$ cat config.mk
export PLATFORM = sky130hd
export DESIGN_NAME = park_miller_range_random_unit
export DESIGN_NICKNAME = d
export VERILOG_FILES = /design/src/sv/pmrr_pkg.sv /design/src/sv/pmrr_front.sv /design/src/sv/pmrr_queue.sv /design/src/sv/pmrr_back.sv /design/src/sv/park_miller_range_random_unit.sv
export SDC_FILE = /design/constraint.sdc
export NUM_CORES = 2
export LEC_CHECK = 0
export BUFFER_PORTS_ARGS = -buffer_cell sky130_fd_sc_hd__buf_2
export CAP_MARGIN = 0
export CORE_ASPECT_RATIO = 2
export CORE_UTILIZATION = 40
export DETAILED_ROUTE_END_ITERATION = 16
export HOLD_SLACK_MARGIN = 0.06
export RECOVER_POWER = 50
export SYNTH_ARGS = -nofsm -noshare
export SYNTH_HDL_FRONTEND = slang
export SYNTH_SLANG_ARGS = --single-unit
$ cat constraint.sdc
create_clock -name clk -period 11.9 [get_ports clk]
set_clock_uncertainty 0.1 [all_clocks]
set_input_delay 1.19 -clock clk [delete_from_list [all_inputs] [get_ports clk]]
set_output_delay 1.19 -clock clk [all_outputs]
set_load 0.1 [all_outputs]
$ cat src/sv/pmrr_pkg.sv
// ----------------------------------------------------------------------------
// pmrr_pkg
// Shared constants and the request item type for the range random unit.
// ----------------------------------------------------------------------------
package pmrr_pkg;

  localparam int SeedW  = 31;
  localparam int ValW   = 32;
  localparam int SpanW  = 33;
  localparam int MultW  = 15;
  localparam int QDepth = 4;
  localparam int QPtrW  = 2;
  localparam int QCntW  = 3;

  localparam logic [MultW-1:0] Multiplier = 15'd16807;
  localparam logic [SeedW-1:0] Modulus    = 31'h7FFF_FFFF;

  // One classified request handed from front to back.
  typedef struct packed {
    logic [ValW-1:0]  low;
    logic [SpanW-1:0] span;
    logic [SeedW-1:0] seed;
    logic             err;
  } item_t;

endpackage

$ cat src/sv/pmrr_front.sv
// ----------------------------------------------------------------------------
// pmrr_front
// Holds the generator seed, advances it per accepted request and classifies
// the requested range into span and error flag.
// ----------------------------------------------------------------------------
module pmrr_front (
  input  logic                        clk,
  input  logic                        rst_n,
  input  logic                        accept,
  input  logic [pmrr_pkg::ValW-1:0]   range_low,
  input  logic [pmrr_pkg::ValW-1:0]   range_high,
  input  logic                        cfg_wr_en,
  input  logic [pmrr_pkg::SeedW-1:0]  cfg_wr_data,
  output pmrr_pkg::item_t             item
);

  logic [pmrr_pkg::SeedW-1:0] seed_r;
  logic [pmrr_pkg::SeedW-1:0] seed_nxt;
  logic [45:0]                prod;
  logic [31:0]                fold;
  logic [pmrr_pkg::ValW-1:0]  low_ob;
  logic [pmrr_pkg::ValW-1:0]  high_ob;

  // seed * 16807 mod (2^31-1): fold the high part onto the low part
  assign prod = 46'(seed_r) * 46'(pmrr_pkg::Multiplier);
  assign fold = {17'b0, prod[45:31]} + {1'b0, prod[30:0]};
  assign seed_nxt = (fold >= {1'b0, pmrr_pkg::Modulus}) ?
                    31'(fold - {1'b0, pmrr_pkg::Modulus}) : fold[30:0];

  // offset binary turns signed order into unsigned order
  assign low_ob  = range_low  ^ 32'h8000_0000;
  assign high_ob = range_high ^ 32'h8000_0000;

  always_comb begin
    item.low  = range_low;
    item.seed = seed_nxt;
    item.err  = high_ob < low_ob;
    item.span = {1'b0, high_ob} - {1'b0, low_ob} + 33'd1;
  end

  always_ff @(posedge clk) begin
    if (!rst_n) begin
      seed_r <= 31'd1;
    end else if (cfg_wr_en) begin
      seed_r <= cfg_wr_data;
    end else if (accept) begin
      seed_r <= seed_nxt;
    end
  end

endmodule

$ cat src/sv/pmrr_queue.sv
// ----------------------------------------------------------------------------
// pmrr_queue
// Short queue of classified requests between front and back.
// ----------------------------------------------------------------------------
module pmrr_queue (
  input  logic            clk,
  input  logic            rst_n,
  input  logic            push,
  input  pmrr_pkg::item_t push_data,
  input  logic            pop,
  output pmrr_pkg::item_t pop_data,
  output logic            full,
  output logic            empty
);

  pmrr_pkg::item_t              mem_r [pmrr_pkg::QDepth];
  logic [pmrr_pkg::QPtrW-1:0]   wr_ptr_r;
  logic [pmrr_pkg::QPtrW-1:0]   rd_ptr_r;
  logic [pmrr_pkg::QCntW-1:0]   count_r;
  logic [pmrr_pkg::QCntW-1:0]   count_nxt;

  assign full     = count_r == pmrr_pkg::QCntW'(pmrr_pkg::QDepth);
  assign empty    = count_r == '0;
  assign pop_data = mem_r[rd_ptr_r];

  always_comb begin
    count_nxt = count_r;
    if (push && !pop) begin
      count_nxt = count_r + pmrr_pkg::QCntW'(1);
    end else if (pop && !push) begin
      count_nxt = count_r - pmrr_pkg::QCntW'(1);
    end
  end

  always_ff @(posedge clk) begin
    if (push) begin
      mem_r[wr_ptr_r] <= push_data;
    end
  end

  always_ff @(posedge clk) begin
    if (!rst_n) begin
      wr_ptr_r <= '0;
      rd_ptr_r <= '0;
      count_r  <= '0;
    end else begin
      if (push) begin
        wr_ptr_r <= wr_ptr_r + pmrr_pkg::QPtrW'(1);
      end
      if (pop) begin
        rd_ptr_r <= rd_ptr_r + pmrr_pkg::QPtrW'(1);
      end
      count_r <= count_nxt;
    end
  end

  a_count_bound: assert property (@(posedge clk) disable iff (!rst_n)
    count_r <= pmrr_pkg::QCntW'(pmrr_pkg::QDepth))
    else $error("queue count above depth");

  a_no_overrun: assert property (@(posedge clk) disable iff (!rst_n)
    (push && full) |-> pop)
    else $error("push into full queue");

  a_no_underrun: assert property (@(posedge clk) disable iff (!rst_n)
    pop |-> !empty)
    else $error("pop from empty queue");

endmodule

$ cat src/sv/pmrr_back.sv
// ----------------------------------------------------------------------------
// pmrr_back
// Scales the seed onto the span: floor(seed*span/(2^31-1)) by a product and
// two Mersenne folds, adds the low bound and holds the result beat.
// ----------------------------------------------------------------------------
module pmrr_back (
  input  logic                        clk,
  input  logic                        rst_n,
  input  logic                        q_empty,
  input  pmrr_pkg::item_t             q_data,
  output logic                        q_pop,
  input  logic                        out_pop,
  output logic                        out_empty,
  output logic [pmrr_pkg::ValW-1:0]   out_pick,
  output logic [pmrr_pkg::SeedW-1:0]  out_frac,
  output logic                        out_err
);

  typedef enum logic [2:0] {
    S_IDLE,
    S_MUL,
    S_FOLD,
    S_QUOT,
    S_PICK
  } state_t;

  state_t                     state_r;
  pmrr_pkg::item_t            op_r;
  logic [62:0]                prod_r;
  logic [62:0]                prod_nxt;
  logic [31:0]                q0_r;
  logic [32:0]                r0_r;
  logic [32:0]                r0_nxt;
  logic [31:0]                q_r;
  logic [31:0]                q_nxt;
  logic [31:0]                r1;
  logic [1:0]                 carry;
  logic                       ge;
  logic                       out_valid_r;
  logic [pmrr_pkg::ValW-1:0]  out_pick_r;
  logic [pmrr_pkg::ValW-1:0]  pick_nxt;
  logic [pmrr_pkg::SeedW-1:0] out_frac_r;
  logic                       out_err_r;
  logic                       out_take;

  assign out_take  = out_pop && out_valid_r;
  assign q_pop     = (state_r == S_IDLE) && !q_empty && (!out_valid_r || out_take);
  assign out_empty = !out_valid_r;
  assign out_pick  = out_pick_r;
  assign out_frac  = out_frac_r;
  assign out_err   = out_err_r;

  // span of exactly 2^32 has zero low bits: product is a plain shift
  assign prod_nxt = op_r.span[32] ? {op_r.seed, 32'b0} :
                    63'(op_r.seed) * 63'(op_r.span[31:0]);

  // P = q0*2^31 + b  ->  P = q0*M + (q0 + b)
  assign r0_nxt = {1'b0, prod_r[62:31]} + {2'b0, prod_r[30:0]};

  assign carry = r0_r[32:31];
  assign r1    = {1'b0, r0_r[30:0]} + 32'(carry);
  assign ge    = r1 >= {1'b0, pmrr_pkg::Modulus};
  assign q_nxt = q0_r + 32'(carry) + 32'(ge);

  assign pick_nxt = op_r.err ? op_r.low : op_r.low + q_r;

  always_ff @(posedge clk) begin
    if (!rst_n) begin
      state_r     <= S_IDLE;
      out_valid_r <= 1'b0;
    end else begin
      if (out_take) begin
        out_valid_r <= 1'b0;
      end
      case (state_r)
        S_IDLE: begin
          if (q_pop) begin
            op_r    <= q_data;
            state_r <= S_MUL;
          end
        end
        S_MUL: begin
          prod_r  <= prod_nxt;
          state_r <= S_FOLD;
        end
        S_FOLD: begin
          q0_r    <= prod_r[62:31];
          r0_r    <= r0_nxt;
          state_r <= S_QUOT;
        end
        S_QUOT: begin
          q_r     <= q_nxt;
          state_r <= S_PICK;
        end
        S_PICK: begin
          out_pick_r  <= pick_nxt;
          out_frac_r  <= op_r.seed;
          out_err_r   <= op_r.err;
          out_valid_r <= 1'b1;
          state_r     <= S_IDLE;
        end
        default: begin
          state_r <= S_IDLE;
        end
      endcase
    end
  end

  a_valid_from_pick: assert property (@(posedge clk) disable iff (!rst_n)
    $rose(out_valid_r) |-> $past(state_r == S_PICK))
    else $error("result beat raised outside pick step");

  a_err_pick_low: assert property (@(posedge clk) disable iff (!rst_n)
    (out_valid_r && out_err_r) |-> (out_pick_r == op_r.low))
    else $error("reversed range did not return low bound");

  a_quot_in_span: assert property (@(posedge clk) disable iff (!rst_n)
    (state_r == S_PICK && !op_r.err) |-> ({1'b0, q_r} < op_r.span))
    else $error("scaled offset outside span");

endmodule

$ cat src/sv/park_miller_range_random_unit.sv
// ----------------------------------------------------------------------------
// park_miller_range_random_unit
// Minimal standard generator (x16807 mod 2^31-1) with exact range scaling.
// ----------------------------------------------------------------------------
// Requests pass the queue and the back end's multiply, fold, quotient and pick
// steps to the out ports; the back end takes a new one only when idle with its
// output free. The front takes requests every cycle until the 4-deep queue
// fills. Reset (sync, active low) loads seed 1 and empties queue and output.
// ----------------------------------------------------------------------------
module park_miller_range_random_unit (
  input  logic                        clk,
  input  logic                        rst_n,
  input  logic                        in_push,
  output logic                        in_full,
  input  logic signed [31:0]          in_range_low,
  input  logic signed [31:0]          in_range_high,
  output logic                        out_empty,
  input  logic                        out_pop,
  output logic signed [31:0]          out_pick_value,
  output logic [30:0]                 out_uniform_fraction,
  output logic                        out_range_error,
  input  logic                        cfg_wr_en,
  input  logic [30:0]                 cfg_wr_data
);

  pmrr_pkg::item_t            front_item;
  pmrr_pkg::item_t            q_data;
  logic                       accept;
  logic                       q_pop;
  logic                       q_empty;
  logic [pmrr_pkg::ValW-1:0]  pick;

  assign accept = in_push && !in_full;

  pmrr_front u_front (
    .clk         (clk),
    .rst_n       (rst_n),
    .accept      (accept),
    .range_low   (in_range_low),
    .range_high  (in_range_high),
    .cfg_wr_en   (cfg_wr_en),
    .cfg_wr_data (cfg_wr_data),
    .item        (front_item)
  );

  pmrr_queue u_queue (
    .clk       (clk),
    .rst_n     (rst_n),
    .push      (accept),
    .push_data (front_item),
    .pop       (q_pop),
    .pop_data  (q_data),
    .full      (in_full),
    .empty     (q_empty)
  );

  pmrr_back u_back (
    .clk       (clk),
    .rst_n     (rst_n),
    .q_empty   (q_empty),
    .q_data    (q_data),
    .q_pop     (q_pop),
    .out_pop   (out_pop),
    .out_empty (out_empty),
    .out_pick  (pick),
    .out_frac  (out_uniform_fraction),
    .out_err   (out_range_error)
  );

  assign out_pick_value = $signed(pick);

endmodule

==> key figures <==
Status
  • Status: finished, violations left
  • Violated checks: capacitance limit, slew limit

Place
  • Placed wire-length estimate: 191000 um
  • Placed insts: 9196
  • Final GP Congestion: 1.02
  • IO buf count: 165
  • Area post-placement: roughly 78000 um2

Yosys
  • Commonest cells post-synth: inv_1 (1299), fa_1 (1022), nand2_1 (947), edfxtp_1 (709), ha_1 (594)
  • Syn Inst Count: 6808
  • Count leader, synth: inv_1
  • Synth top area share: 28.9%
  • Synth cell types: ~110
  • Sequential share of the synthesized area: 30.1%
  • Synth warn: 0
  • Synth Cell Area: between 70000 and 80000 um2
  • Largest area contributor in the netlist: edfxtp_1
  • Net count after synthesis: roughly 8500
  • Dominant synthesized flop cell: edfxtp_1
  • Asr flop ratio synth: 0%
  • Top post-synthesis cells by area: edfxtp_1 (29%), fa_1 (28%), ha_1 (10%)
  • Seq cells post-synth: 751
  • Post-synth EDFFs: 709
  • Syn_area_per_cell: 10.8 um2

Floorplan
  • Full die area: 186000 um2
  • Chip height: 609 um
  • Io pins: 166
  • Die W: between 300 and 400 um
  • Initial Util: between 40% and 50%
  • Core area: 183000 um2
  • Rows: 222

Setup path
  • Worst Path Required: approximately 12 ns
  • Critical Path Source Type: flop
  • Setup CP Type: reg2reg
  • Worst EP arrival: 11.56 ns
  • Slowest CP cell: clkbuf_1
  • Most used cell, CP: fa_1
  • Crit end category: flop
  • CP Max Fanout: 34
  • Slowest stage delay, CP: about 2.1 ns

Global route
  • Pin count of the biggest net entering global routing: 90
  • Gr ovfl total: 0
  • First-pass GRT wire length: roughly 350000 um
  • Initial antenna violation count: 11
  • Vias in the first global route: approximately 56000
  • Tot GR Track Use: a little over a quarter

Clock network
  • CTS Buf Count: 75
  • Root Driver: clkbuf_16
  • CTS sink cnt: between 700 and 800
  • H-tree Lvls: 3
  • Max Root-Sink Buffers: 3
  • Reg clk slew, reported paths: around 0.060 ns
  • CTS tree: done
  • Clk_lat worst skew: 0.69 ns

Finish
  • Area growth syn-to-layout: 8.40%
  • FF+latch area: between 20000 and 25000 um2
  • Area of the multi-input gates: between 40000 and 50000 um2
  • Share of cells above drive strength 1: 6.86%
  • Post-Layout Cell Count: 9338
  • Post-route cell area: 79800 um2
  • Net count, final: between 8000 and 9000
  • Fill cell count: 17300

Drt
  • Routed length per instance: between 20 and 30 um
  • Vias: 50800
  • DRC: 0
  • Routed WL: ~240000 um
  • Via density: 5.44
  • Iteration-0 DRC Markers: ~3100
  • TritonRoute pass-1 iters: 5
  • Antenna viol nets, final: 0

STA
  • Setup Viol. Count Final: 0
  • Min Tclk post-route: 11.27 ns
  • Fin. Hold Viols: 0
  • Relative slew slack: -198%
  • Post-route setup TNS: 0 ns
  • Pins Over Slew Limit: 1248
  • Fmax: 88.7 MHz
  • Worst Max-Slew Pin Slew: approximately 4.5 ns
  • RSZ-0062 raised after global routing: false
  • Fin crit share: 94.7%

Min path
  • Tightest Hold Check Type: reg2reg

Job
  • MaxCap Viol Count: 35
[per-stage QoR]
stage,hold slack [ns],worst slack [ns],utilization [%]
CTS,0.393,0.566,43.8
finish,0.390,0.629,43.7
global route,0.419,0.0321,43.6
global placement,0.369,0.693,42.4
detailed placement,0.378,0.620,42.4
floorplan,0.324,2.24,-
[metal layers]
metal  track usage [%]  wire length [um]  part of all wire [%]
met1              23.8             72500                    30
met2              50.0            131000                    54
met3              3.33             11000                   4.5
met4              24.4             26600                    11
met5                 0                13                0.0054
[path summary, 6_finish.rpt]
path                            from            endpoint  slack [ns]  cells after the start
setup / recovery      u_back.op_r[5]   u_back.prod_r[56]        0.63                     29
hold / removal    u_back.out_valid_r  u_back.out_valid_r        0.39                      1
setup reg to reg      u_back.op_r[5]   u_back.prod_r[56]        0.63                     29
hold reg to reg   u_back.out_valid_r  u_back.out_valid_r        0.39                      1
[cells by family after synthesis]
kind of cell | count (synthesis) | share of synthesized area, %
fa+ha+maj | 1616 | 37.9
simple gates | 1754 | 11.1
buf+inv | 1578 | 8.08
compound gates | 751 | 6.75
xor+xnor | 250 | 3.00
flops | 751 | 30.1
mux | 108 | 3.13
[flip-flops by register name (all words and copies together), names as in the netlist]
| signal | flops |
|---|---|
| u_back.op_r | 97 |
| u_back.out_err | 1 |
| u_back.out_frac | 31 |
| u_back.out_pick | 32 |
| u_back.out_valid_r | 1 |
| u_back.prod_r | 63 |
| u_back.q0_r | 32 |
| u_back.q_r | 32 |
| u_back.r0_r | 33 |
| u_back.state_r | 3 |
| u_front.seed_r | 31 |
| u_queue.count_r | 3 |
| u_queue.mem_r | 388 |
| u_queue.rd_ptr_r | 2 |
| u_queue.wr_ptr_r | 2 |
[critical path, delay by kind of cell (launching register included)]
family / cells / cell delay [ns]
mux: 1 / 0.27
flops: 1 / 0.39
buf+inv: 6 / 2.40
fa+ha+maj: 9 / 4.56
compound gates: 11 / 2.81
xor+xnor: 1 / 0.10
simple gates: 1 / 0.30
[cell type report]
type / count / area share, %
clock buffers: 85 / 2.44
multi-input cells: 4479 / 57.1
diodes: 6 / 0.0188
inverters: 1305 / 6.14
clock inverters: 51 / 0.677
repair buffers: 309 / 2.18
well taps: 2352 / 3.69
flip-flops and latches: 751 / 27.7
[cell usage in the layout, fill, tap and decap left out, drive strengths merged, types with 34 or more instances in the layout]
master  instances
xnor2         145
fa           1022
clkinv         34
nand3          78
nor2b          36
xor2          105
mux4           97
nand2         948
and2          287
inv          1311
o21ai         182
buf           203
nor2          172
clkbuf        191
a211oi         34
a21oi         193
dfxtp          42
a21o           95
ha            594
nor3           63
edfxtp        709
[repair_timing]
| item | CTS | global route |
|---|---|---|
| buffers inserted | 0 | 0 |
| resized for setup | 0 | 6 |
| setup endpoints to repair | 0 | 58 |
| hold buffers | 0 | 0 |
| endpoints found under the hold margin | 0 | 0 |
Power is left out: the tool's default activity adds up to more than one toggle a clock period on the data nets, which glitch-free logic cannot reach.
